**config.mk**
```make
export PLATFORM = sky130hd
export DESIGN_NAME = energy_trigger_peak_search_core_flat
export DESIGN_NICKNAME = d
export VERILOG_FILES = /design/src/hdl/etps_pkg.sv /design/src/hdl/etps_if.sv /design/src/hdl/energy_trigger_peak_search_core.sv /design/src/hdl/etps_search.sv /design/src/flat_wrapper.sv
export SDC_FILE = /design/constraint.sdc
export NUM_CORES = 1
export LEC_CHECK = 0
export BUFFER_PORTS_ARGS = -buffer_cell sky130_fd_sc_hd__buf_2
export CAP_MARGIN = 20
export CORE_MARGIN = 5
export CORE_UTILIZATION = 49
export DETAILED_ROUTE_END_ITERATION = 6
export GPL_ROUTABILITY_DRIVEN = 1
export PLACE_DENSITY = 0.71
export SYNTH_ARGS = -nofsm -noshare
export SYNTH_HDL_FRONTEND = slang
export SYNTH_SLANG_ARGS = --single-unit
```
**constraint.sdc**
```tcl
create_clock -name clk -period 25.4 [get_ports clk]
set_input_delay 2.54 -clock clk [delete_from_list [all_inputs] [get_ports clk]]
set_output_delay 2.54 -clock clk [all_outputs]
set_load 0.05 [all_outputs]
```
**src/hdl/etps_pkg.sv**
```systemverilog
`timescale 1ns / 1ps

package etps_pkg;

	localparam int MAX_WINDOW   = 4096;
	localparam int WIN_W        = $clog2(MAX_WINDOW + 1);  // holds the full window length
	localparam int OFF_W        = $clog2(MAX_WINDOW);      // offsets within the window
	localparam int SAMPLE_W     = 16;
	localparam int COUNT_W      = 32;
	localparam int CFG_DATA_W   = 16;
	localparam int CFG_INDEX_W  = 1;
	localparam int PEAK_OFF_W   = 12;

	localparam logic [SAMPLE_W-1:0] THRESHOLD_RESET = 16'd32768;
	localparam logic [WIN_W-1:0]    WINDOW_RESET    = WIN_W'(64);

	typedef enum logic [CFG_INDEX_W-1:0] {
		REG_ENERGY_THRESHOLD = 1'b0,
		REG_WINDOW_LENGTH    = 1'b1
	} cfg_reg_t;

	typedef struct packed {
		logic [SAMPLE_W-1:0] energy_sample;
		logic [SAMPLE_W-1:0] sync_metric;
	} sample_t;

	typedef struct packed {
		logic [PEAK_OFF_W-1:0] peak_offset;
		logic [SAMPLE_W-1:0]   peak_value;
		logic [COUNT_W-1:0]    detect_index;
	} report_t;

	// Settings handed to the search logic; the window is already clamped.
	typedef struct packed {
		logic [SAMPLE_W-1:0] threshold;
		logic [WIN_W-1:0]    window;
	} search_cfg_t;

	function automatic logic [WIN_W-1:0] clamp_window(input logic [CFG_DATA_W-1:0] value);
		logic [CFG_DATA_W-1:0] w;
		begin
			w = value & CFG_DATA_W'(13'h1FFF);
			if (w == '0)
				w = CFG_DATA_W'(1);
			if (w > CFG_DATA_W'(MAX_WINDOW))
				w = CFG_DATA_W'(MAX_WINDOW);
			return WIN_W'(w);
		end
	endfunction

endpackage

```
**src/hdl/etps_if.sv**
```systemverilog
`timescale 1ns / 1ps

interface etps_sample_if import etps_pkg::*; ();
	logic    valid;
	logic    ready;
	sample_t payload;

	modport source (output valid, output payload, input ready);
	modport sink   (input valid, input payload, output ready);
endinterface

interface etps_report_if import etps_pkg::*; ();
	logic    valid;
	logic    ready;
	report_t payload;

	modport source (output valid, output payload, input ready);
	modport sink   (input valid, input payload, output ready);
endinterface

```
**src/hdl/energy_trigger_peak_search_core.sv**
```systemverilog
`timescale 1ns / 1ps

// Energy-triggered packet detector with a sync-peak search.
// The samples channel takes one word per cycle: an energy value and a sync
// metric. An energy value at or above the threshold opens a window of
// window_length samples; when it closes, one word goes out on the reports
// channel with the peak offset, the peak metric and the detection index.
// Samples are then ignored until the packet starting at the peak has passed.
// Throughput is one sample per cycle unless the receiver stalls. A sample is
// held in an input register and evaluated once the output register is empty
// or being taken; the search state is then updated and any report is loaded
// into the output register. When the receiver stalls, the output register
// holds its report and the input register keeps its sample; samples.ready
// drops once both are full. Reset clears the search state, the sample count
// and both stages, and puts the threshold at 32768 and the window length at
// 64. Registers are to be written by the user through cfg_we, cfg_index and
// cfg_data only while no sample is in flight; the block does not enforce it.
module energy_trigger_peak_search_core import etps_pkg::*; (
	input  logic                   clk,
	input  logic                   arst_n,
	etps_sample_if.sink            samples,
	etps_report_if.source          reports,
	input  logic                   cfg_we,
	input  logic [CFG_INDEX_W-1:0] cfg_index,
	input  logic [CFG_DATA_W-1:0]  cfg_data
);

	search_cfg_t cfg_q;
	logic        valid_s1;
	sample_t     sample_s1;
	logic        out_valid_q;
	report_t     out_report_q;
	logic        advance;
	logic        step;
	logic        found;
	report_t     report;

	always_ff @(posedge clk or negedge arst_n) begin
		if (!arst_n) begin
			cfg_q.threshold <= THRESHOLD_RESET;
			cfg_q.window    <= WINDOW_RESET;
		end else if (cfg_we) begin
			case (cfg_reg_t'(cfg_index))
				REG_ENERGY_THRESHOLD: cfg_q.threshold <= cfg_data;
				REG_WINDOW_LENGTH:    cfg_q.window    <= clamp_window(cfg_data);
				default: ;
			endcase
		end
	end

	assign advance       = !out_valid_q || reports.ready;
	assign step          = valid_s1 && advance;
	assign samples.ready = !valid_s1 || advance;

	always_ff @(posedge clk or negedge arst_n) begin
		if (!arst_n) begin
			valid_s1 <= 1'b0;
		end else if (samples.ready) begin
			valid_s1 <= samples.valid;
		end
	end

	always_ff @(posedge clk) begin
		if (samples.ready && samples.valid)
			sample_s1 <= samples.payload;
	end

	etps_search u_search (
		.clk    (clk),
		.arst_n (arst_n),
		.step   (step),
		.sample (sample_s1),
		.cfg    (cfg_q),
		.found  (found),
		.report (report)
	);

	// The output word is replaced only when it is empty or being taken.
	always_ff @(posedge clk or negedge arst_n) begin
		if (!arst_n) begin
			out_valid_q <= 1'b0;
		end else if (advance) begin
			out_valid_q <= step && found;
		end
	end

	always_ff @(posedge clk) begin
		if (step && found)
			out_report_q <= report;
	end

	assign reports.valid   = out_valid_q;
	assign reports.payload = out_report_q;

endmodule

```
**src/hdl/etps_search.sv**
```systemverilog
`timescale 1ns / 1ps

module etps_search import etps_pkg::*; (
	input  logic        clk,
	input  logic        arst_n,
	input  logic        step,
	input  sample_t     sample,
	input  search_cfg_t cfg,
	output logic        found,
	output report_t     report
);

	typedef enum logic [1:0] {
		ST_IDLE   = 2'd0,
		ST_SEARCH = 2'd1,
		ST_HOLD   = 2'd2
	} phase_t;

	phase_t              phase_q, phase_n;
	logic [OFF_W-1:0]    pos_q, pos_n;
	logic [OFF_W-1:0]    best_off_q, best_off_n;
	logic [SAMPLE_W-1:0] best_q, best_n;
	logic [OFF_W-1:0]    hold_q, hold_n;
	logic [COUNT_W-1:0]  count_q;
	logic [COUNT_W-1:0]  det_q, det_n;
	logic                take;

	always_comb begin
		phase_n    = phase_q;
		pos_n      = pos_q;
		best_off_n = best_off_q;
		best_n     = best_q;
		hold_n     = hold_q;
		det_n      = det_q;
		take       = 1'b0;
		found      = 1'b0;

		case (phase_q)
			ST_SEARCH: begin
				take = 1'b1;
			end
			ST_HOLD: begin
				if (hold_q != '0)
					hold_n = hold_q - OFF_W'(1);
				if (hold_n == '0)
					phase_n = ST_IDLE;
			end
			default: begin
				// An unused code behaves as idle.
				phase_n = ST_IDLE;
				if (sample.energy_sample >= cfg.threshold) begin
					det_n      = count_q;
					pos_n      = '0;
					best_off_n = '0;
					best_n     = sample.sync_metric;
					phase_n    = ST_SEARCH;
					take       = 1'b1;
				end
			end
		endcase

		if (take) begin
			// Strictly greater, so the earliest peak wins a tie.
			if (pos_n != '0 && sample.sync_metric > best_n) begin
				best_n     = sample.sync_metric;
				best_off_n = pos_n;
			end
			if ({1'b0, pos_n} + WIN_W'(1) >= cfg.window) begin
				found   = 1'b1;
				pos_n   = '0;
				hold_n  = best_off_n;
				phase_n = (best_off_n == '0) ? ST_IDLE : ST_HOLD;
			end else begin
				pos_n = pos_n + OFF_W'(1);
			end
		end
	end

	assign report.peak_offset  = PEAK_OFF_W'(best_off_n);
	assign report.peak_value   = best_n;
	assign report.detect_index = det_n;

	always_ff @(posedge clk or negedge arst_n) begin
		if (!arst_n) begin
			phase_q    <= ST_IDLE;
			pos_q      <= '0;
			best_off_q <= '0;
			best_q     <= '0;
			hold_q     <= '0;
			count_q    <= '0;
			det_q      <= '0;
		end else if (step) begin
			phase_q    <= phase_n;
			pos_q      <= pos_n;
			best_off_q <= best_off_n;
			best_q     <= best_n;
			hold_q     <= hold_n;
			count_q    <= count_q + COUNT_W'(1);
			det_q      <= det_n;
		end
	end

endmodule

```
**src/flat_wrapper.sv**
```systemverilog
// flat-port wrapper written by rule: the top's interface ports become plain ports
module energy_trigger_peak_search_core_flat import etps_pkg::*;
  (clk, arst_n, cfg_we, cfg_index, cfg_data, samples_valid, samples_payload, samples_ready, reports_valid, reports_payload, reports_ready);
  etps_sample_if samples_i ();
  etps_report_if reports_i ();
  input  logic clk;
  input  logic arst_n;
  input  logic cfg_we;
  input  logic [CFG_INDEX_W-1:0] cfg_index;
  input  logic [CFG_DATA_W-1:0] cfg_data;
  input wire logic [$bits(samples_i.valid)-1:0] samples_valid;
  input wire logic [$bits(samples_i.payload)-1:0] samples_payload;
  output wire logic [$bits(samples_i.ready)-1:0] samples_ready;
  output wire logic [$bits(reports_i.valid)-1:0] reports_valid;
  output wire logic [$bits(reports_i.payload)-1:0] reports_payload;
  input wire logic [$bits(reports_i.ready)-1:0] reports_ready;
  assign samples_i.valid = samples_valid;
  assign samples_i.payload = samples_payload;
  assign samples_ready = samples_i.ready;
  assign reports_valid = reports_i.valid;
  assign reports_payload = reports_i.payload;
  assign reports_i.ready = reports_ready;
  energy_trigger_peak_search_core u_core (.clk(clk), .arst_n(arst_n), .samples(samples_i), .reports(reports_i), .cfg_we(cfg_we), .cfg_index(cfg_index), .cfg_data(cfg_data));
endmodule
```
After elaboration in Yosys (flattened, before gate mapping):

Cells that the tools add are included.

* add/subtract/negate cells: 4
* magnitude comparators: 4
* eq/ne operators: 2
* mux-type cells: 34
* bitwise gates (word level): 1
* reductions and logical operators: 16

Operators with widths (count)
* $mux 12: 14
* $mux 16: 6
* $mux 32: 2
* $add 32x1->32 const B: 1
* $mux 13: 2
* $logic_not 12->1: 2
* $reduce_bool 12->1: 2
* $ge 16x16->1: 1
* $gt 16x13->1 const B: 1
* $gt 16x16->1: 1
* $logic_not 16->1: 1
* $add 12x1->13 const B: 1
* $ge 13x13->1: 1
* $add 12x1->12 const B: 1
* $sub 12x1->12 const B: 1
* $mux 2: 4
* $logic_and 1x1->1: 4
* $mux 1: 4
* $pmux 2 s2: 1
* $reduce_and 2->1: 2
* $eq 2x1->1 const B: 1
* $eq 2x2->1 const B: 1
* $logic_not 1->1: 2
* $logic_or 1x1->1: 2
* 3 further kinds: 3

* bits in registers: 241
* input port bits: 54

Depth between registers and ports, before layout:

* depth after elaboration: 11
* depth in mapped cells: 27

By module:

From an unflattened synthesis, not the netlist that was laid out.

* cell total of the unflattened synthesis: 1038
* area total of the unflattened synthesis: 11848.9 sq um

By module, submodules not included
* etps_search: instances 1, cells each 843, area each 7806.2 sq um, seq. area each 2952.8 sq um
* energy_trigger_peak_search_core: instances 1, cells each 195, area each 4042.6 sq um, seq. area each 3540.9 sq um

Worst setup path after synthesis:

Ideal clock, no wire load.

* kind: reg2reg
* from: register u_core.cfg_q[28] (netlist name)
* to: register u_core.u_search.hold_q[7]
* arrival: 7.779 ns
* required time: 25.091 ns
* path slack: 17.312 ns
* cell stages (with the launch flop): 27
* buffers on the path: 4
* cell sequence: dfstp_2 -> inv_1 -> ha_1 -> nand4_2 -> nor3_2 -> or4b_1 -> buf_6 -> a31o_1 -> buf_2 -> buf_6 -> and2_1 -> buf_2 -> ha_1 -> nand3_1 -> nor2_1 -> nand2_1 -> nor2_1 -> xnor2_1 -> nor2_1 -> ha_1 -> o2111ai_1 -> o211ai_1 -> nand2_1 -> a31oi_1 -> nand2_1 -> nor2_1 -> a221oi_1

* cells in the longest elaborated chain, start to end: 9

RTL lines
* start: declaration: line energy_trigger_peak_search_core.sv:28 `search_cfg_t cfg_q;`
* $ge 16x16->1 (*): line etps_search.sv:51 `if (sample.energy_sample >= cfg.threshold) begin`
* parallel branches: the longest is 7 deep, another holds $add 12x1->13
* $mux 12 (*): line etps_search.sv:62 `if (take) begin`
* end signal: assignment: line etps_search.sv:97 `hold_q <= hold_n;`
* end: declaration: line etps_search.sv:23 `logic [OFF_W-1:0] hold_q, hold_n;`

Mark *: on every way between the ends. The select of a mux whose other input is x is not followed.
A chain may end at the register's enable or synchronous reset.

Worst setup path after layout:

* from: register u_core.sample_s1[16] (netlist name)
* to: register u_core.out_report_q (netlist bit u_core.reports.payload[48]), enable pin

* cells in the longest elaborated chain, start to end: 8

RTL lines
* start: declaration: line energy_trigger_peak_search_core.sv:30 `sample_t sample_s1;`
* start signal: assignment: line energy_trigger_peak_search_core.sv:65 `sample_s1 <= samples.payload;`
* $ge 16x16->1 (*): line etps_search.sv:51
* $mux 12: line etps_search.sv:51
* $mux 12: line etps_search.sv:38 `case (phase_q)`
* $add 12x1->13: line etps_search.sv:68 `if ({1'b0, pos_n} + WIN_W'(1) >= cfg.window) begin`
* $ge 13x13->1: line etps_search.sv:68
* $mux 1: line etps_search.sv:68
* $mux 1 (*): line etps_search.sv:62
* $logic_and 1x1->1 (*): line energy_trigger_peak_search_core.sv:88 `if (step && found)`
* end signal: assignment: line energy_trigger_peak_search_core.sv:89 `out_report_q <= report;`
* end: declaration: line energy_trigger_peak_search_core.sv:32 `report_t out_report_q;`

Every way passes the cells marked *; elsewhere a longest branch is shown, timed or not.

==> run summary <==
=====================================================================================
Endpoint kind of the worst setup timing path                                 register
Clock-pin slew of the registers on the worst-case setup and hold paths        0.06 ns
Distinct cell type count after synthesis                                           80
Clock Latency Late Sink                                                       0.54 ns
End of the critical path                                                 u_core.reports.payload[48]
# DRC                                                                               0
Leakage power                                                                5.882 nW
Slowest stage delay, CP                                                       0.68 ns
Status                                                                      completed
Kind of start point of the critical path                                     register
Reg2reg start                                                            u_core.sample_s1[16]
Worst Reg-to-Reg Cells                                                             23
Launch point of the worst path                                           u_core.sample_s1[16]
GPL Wtd Cong                                                                   0.9344
Share of layout cells above drive strength 1                                   0.2127
Placeable core area                                                        24110 um^2
Cts bufs inserted                                                                  26
Slack of the worst reg-to-reg path                                           18.04 ns
Post-route design area                                                     13480 um^2
TritonCTS clock tree                                                            built
Netlist area before placement                                              11860 um^2
Starting density of the core                                                   0.4919
Number of global-route vias before repair                                        8298
Required time of the critical path                                           25.56 ns
Total of endpoints with negative setup slack in the final report                    0
Syn-to-layout area delta                                                       13.66%
Number of buffers on the longest clock path                                         3
Max cap viols                                                                       0
Sink count of the clock tree                                                      241
Biggest fanout along the worst timing path                                         52
Tightest Pin Transition                                                     0.8263 ns
Endpoints failing hold                                                              0
Worst setup skew after layout                                              0.02183 ns
Final period util                                                              0.2899
Number of cells upsized or downsized after cts                                      0
Setup Buffers After CTS                                                             0
Count of antenna diodes in the layout                                               0
Worst min path class                                                       reg -> reg
Wire length of the first global-routing pass                                 43.67 mm
Starting DRC count in detailed routing                                            697
Hold-fix buffers at CTS                                                             0
Synthesis-stage register bit count                                                241
Setup TNS                                                                        0 ns
Fin. max-slew vios                                                                  0
Share of power burned in combinational logic                                    0.306
Fraction of registers with async set/reset                                     0.6183
Clock power share                                                               0.295
Final-layout fill cell count                                                     2028
Fmax                                                                        135.8 MHz
Internal power                                                              0.8283 mW
Vias                                                                             8349
Post-route insts no fill                                                         1476
Site row count                                                                     57
Library cell used as clock root buffer                                   sky130_fd_sc_hd__clkbuf_16
Crit-path slowest cell                                                   sky130_fd_sc_hd__a2111oi_0
Pwr dens                                                                 93.09 nW/um^2
Cells after Synth                                                                1031
Post-synth net total                                                             1137
Number of antenna-violating nets in the routed design                               0
Boundary pin count                                                                116
Critical path class                                                        reg -> reg
Global router's overall resource usage                                         0.1974
Average vias per placed instance                                                5.657
Per-instance average area after synthesis                                  11.50 um^2
Worst-case headroom to the max-slew limit                                      0.4492
Largest delay share family, worst path                                   simple AND/OR/NAND/NOR gates
Post-DP HPWL                                                                 17.85 mm
Clock H-tree levels                                                                 1
Reg-to-reg endpoint                                                      u_core.reports.payload[48]
Pin count of the biggest net entering global routing                               90
Register area share after synthesis                                            0.5477
EDFF count, synth                                                                  92
Wire length per cell after detailed routing                                  18.18 um
Arrival time of the worst setup path                                          7.53 ns
Gr ovfl total                                                                       0
Number of antenna violations at the first check in global routing                   0
Most common flop cell mapped by yosys                                    sky130_fd_sc_hd__dfrtp_1
Number of nets at the end of the flow                                            1238
Routed WL                                                                    26.84 mm
Cell count along the critical path                                                 23
Number of buffers added on ports                                                  115
Placed instance area                                                       12620 um^2
List of cells traversed by the critical path                             inv_1 > ha_1 > nand2b_1 > a2111oi_0 > or4b_1 > a31o_2 > buf_4 > and2_1 > ha_1 > nand3_1 > nor2_1 > nand2_1 > nor2_1 > xnor2_1 > nor2_1 > ha_1 > o2111ai_1 > a211o_1 > a31oi_1 > buf_4 > nand2_1 > nor2_4 > buf_4
Die extent in x                                                              165.6 um
Switching part of the total                                                    0.3397
Die boundary height                                                          165.6 um
Count of synthesis-stage warnings from yosys                                        0
Number of buffer and inverter stages on the critical path                           4
Final critical-path required period                                          7.364 ns
Maximum resistive drop on vdd                                                54.13 uV
Sw Pwr                                                                      0.4261 mW
Detailed Routing Iterations Pass 1                                                  5
RSZ-0062 raised after global routing                                            false
Part of the total power dissipated in sequential elements                       0.399
Placed insts                                                                     1427
Die Outline Area                                                           27410 um^2
=====================================================================================
-- stage by stage --
step | setup WS [ns] | hold slack (ns) | util | power (mW)
floorplan | 17.31 | 0.4378 | - | 0.8067
global placement | 18.34 | 0.4510 | 0.5235 | 0.8793
detailed placement | 18.08 | 0.4568 | 0.5235 | 0.8878
CTS | 18.07 | 0.4733 | 0.5584 | 1.259
global route | 17.42 | 0.4875 | 0.5590 | 1.322
finish | 18.04 | 0.4702 | 0.5590 | 1.254
-- state kept, by name (all words and copies together) (netlist names) --
signal	count
u_core.reports.payload	60
u_core.u_search.best_q	16
u_core.u_search.hold_q	12
u_core.sample_s1	32
u_core.u_search.pos_q	12
u_core.u_search.count_q	32
u_core.u_search.best_off_q	12
u_core.valid_s1	1
u_core.cfg_q	29
u_core.u_search.det_q	32
u_core.reports.valid	1
u_core.u_search.phase_q	2
-- power by group through the flow --
| stage | logic, mW | clock network (mW) | registers [mW] |
|---|---|---|---|
| after floorplan | 0.296 | 0 | 0.511 |
| after global placement | 0.375 | 0 | 0.504 |
| after detailed placement | 0.382 | 0 | 0.506 |
| after CTS | 0.385 | 0.375 | 0.499 |
| after global routing | 0.421 | 0.395 | 0.506 |
| final | 0.384 | 0.370 | 0.501 |
-- per-layer routing --
layer / share of wire / GRT usage / routed length [um]
met5: 0 / 0 / 0
met4: 0.025 / 0.05512 / 658
met3: 0.057 / 0.03326 / 1530
met2: 0.47 / 0.3164 / 12530
met1: 0.45 / 0.2796 / 12110
-- Yosys cell counts (all sizes together) (3+ instances only) --
| master | instances | share of area |
|---|---|---|
| a32o | 8 | 0.0068 |
| mux2i | 27 | 0.023 |
| a22o | 24 | 0.018 |
| nor2b | 3 | 0.0016 |
| a21o | 6 | 0.0044 |
| and2 | 4 | 0.0021 |
| buf | 29 | 0.019 |
| o211ai | 8 | 0.0055 |
| xor2 | 13 | 0.0096 |
| ha | 52 | 0.055 |
| a31oi | 9 | 0.0060 |
| and4 | 6 | 0.0044 |
| o21a | 16 | 0.010 |
| o22ai | 3 | 0.0016 |
| clkbuf | 24 | 0.0077 |
| edfxtp | 92 | 0.23 |
| and3 | 11 | 0.0058 |
| a41oi | 3 | 0.0038 |
| dfrtp | 147 | 0.31 |
| inv | 41 | 0.013 |
| xnor2 | 30 | 0.022 |
| o31ai | 5 | 0.0044 |
| a221oi | 4 | 0.0030 |
| o21ai | 54 | 0.023 |
| nand4 | 14 | 0.0079 |
| or4 | 5 | 0.0032 |
| nor2 | 45 | 0.015 |
| nor3 | 17 | 0.0090 |
| nor4b | 3 | 0.0022 |
| mux2 | 53 | 0.054 |
| nand3 | 34 | 0.014 |
| nor4 | 13 | 0.0092 |
| a21oi | 21 | 0.0098 |
| o221ai | 4 | 0.0030 |
| nand2 | 169 | 0.054 |
| nand2b | 6 | 0.0032 |
-- cell families after synthesis --
logic type	synth area share
adder cells (fa/ha/maj)	0.05488
multiplexers	0.07661
buffers and inverters	0.03926
AND/OR/NAND/NOR	0.1380
flip-flops	0.5477
XOR/XNOR	0.03176
AO/OA/AOI/OAI	0.1118
-- worst min path at each step --
stage	start	end	slack, ns	depth (start not counted)
floorplan	u_core.u_search.count_q[31]	u_core.u_search.count_q[31]	0.44	1
global placement	u_core.u_search.det_q[18]	u_core.u_search.det_q[18]	0.45	2
detailed placement	u_core.u_search.det_q[18]	u_core.u_search.det_q[18]	0.46	2
CTS	u_core.u_search.count_q[31]	u_core.u_search.count_q[31]	0.47	1
global route	u_core.u_search.count_q[31]	u_core.u_search.count_q[31]	0.49	1
finish	u_core.u_search.count_q[31]	u_core.u_search.count_q[31]	0.47	1
-- cell type report --
cell class | instances | area, um^2 | share of cell area
clock buffer | 33 | 738.2 | 0.05478
clock inverter | 15 | 102.6 | 0.007614
inverter | 41 | 153.9 | 0.01142
multi-input combinational | 696 | 4910 | 0.3643
sequential | 241 | 6494 | 0.4819
tap | 324 | 405.4 | 0.03008
timing repair buffer | 126 | 671.9 | 0.04986
-- cell usage in the layout (no fill, tap or decap), drive strengths merged, types with 11 or more instances in the layout --
cell,n
nand2,169
dfrtp,147
buf,126
edfxtp,92
o21ai,54
mux2,53
ha,52
nor2,45
inv,41
nand3,34
clkbuf,33
xnor2,30
mux2i,27
a22o,24
a21oi,21
nor3,17
o21a,16
nand4,14
xor2,13
nor4,13
clkinv,12
and3,11
(Power assumes the default switching activity.)
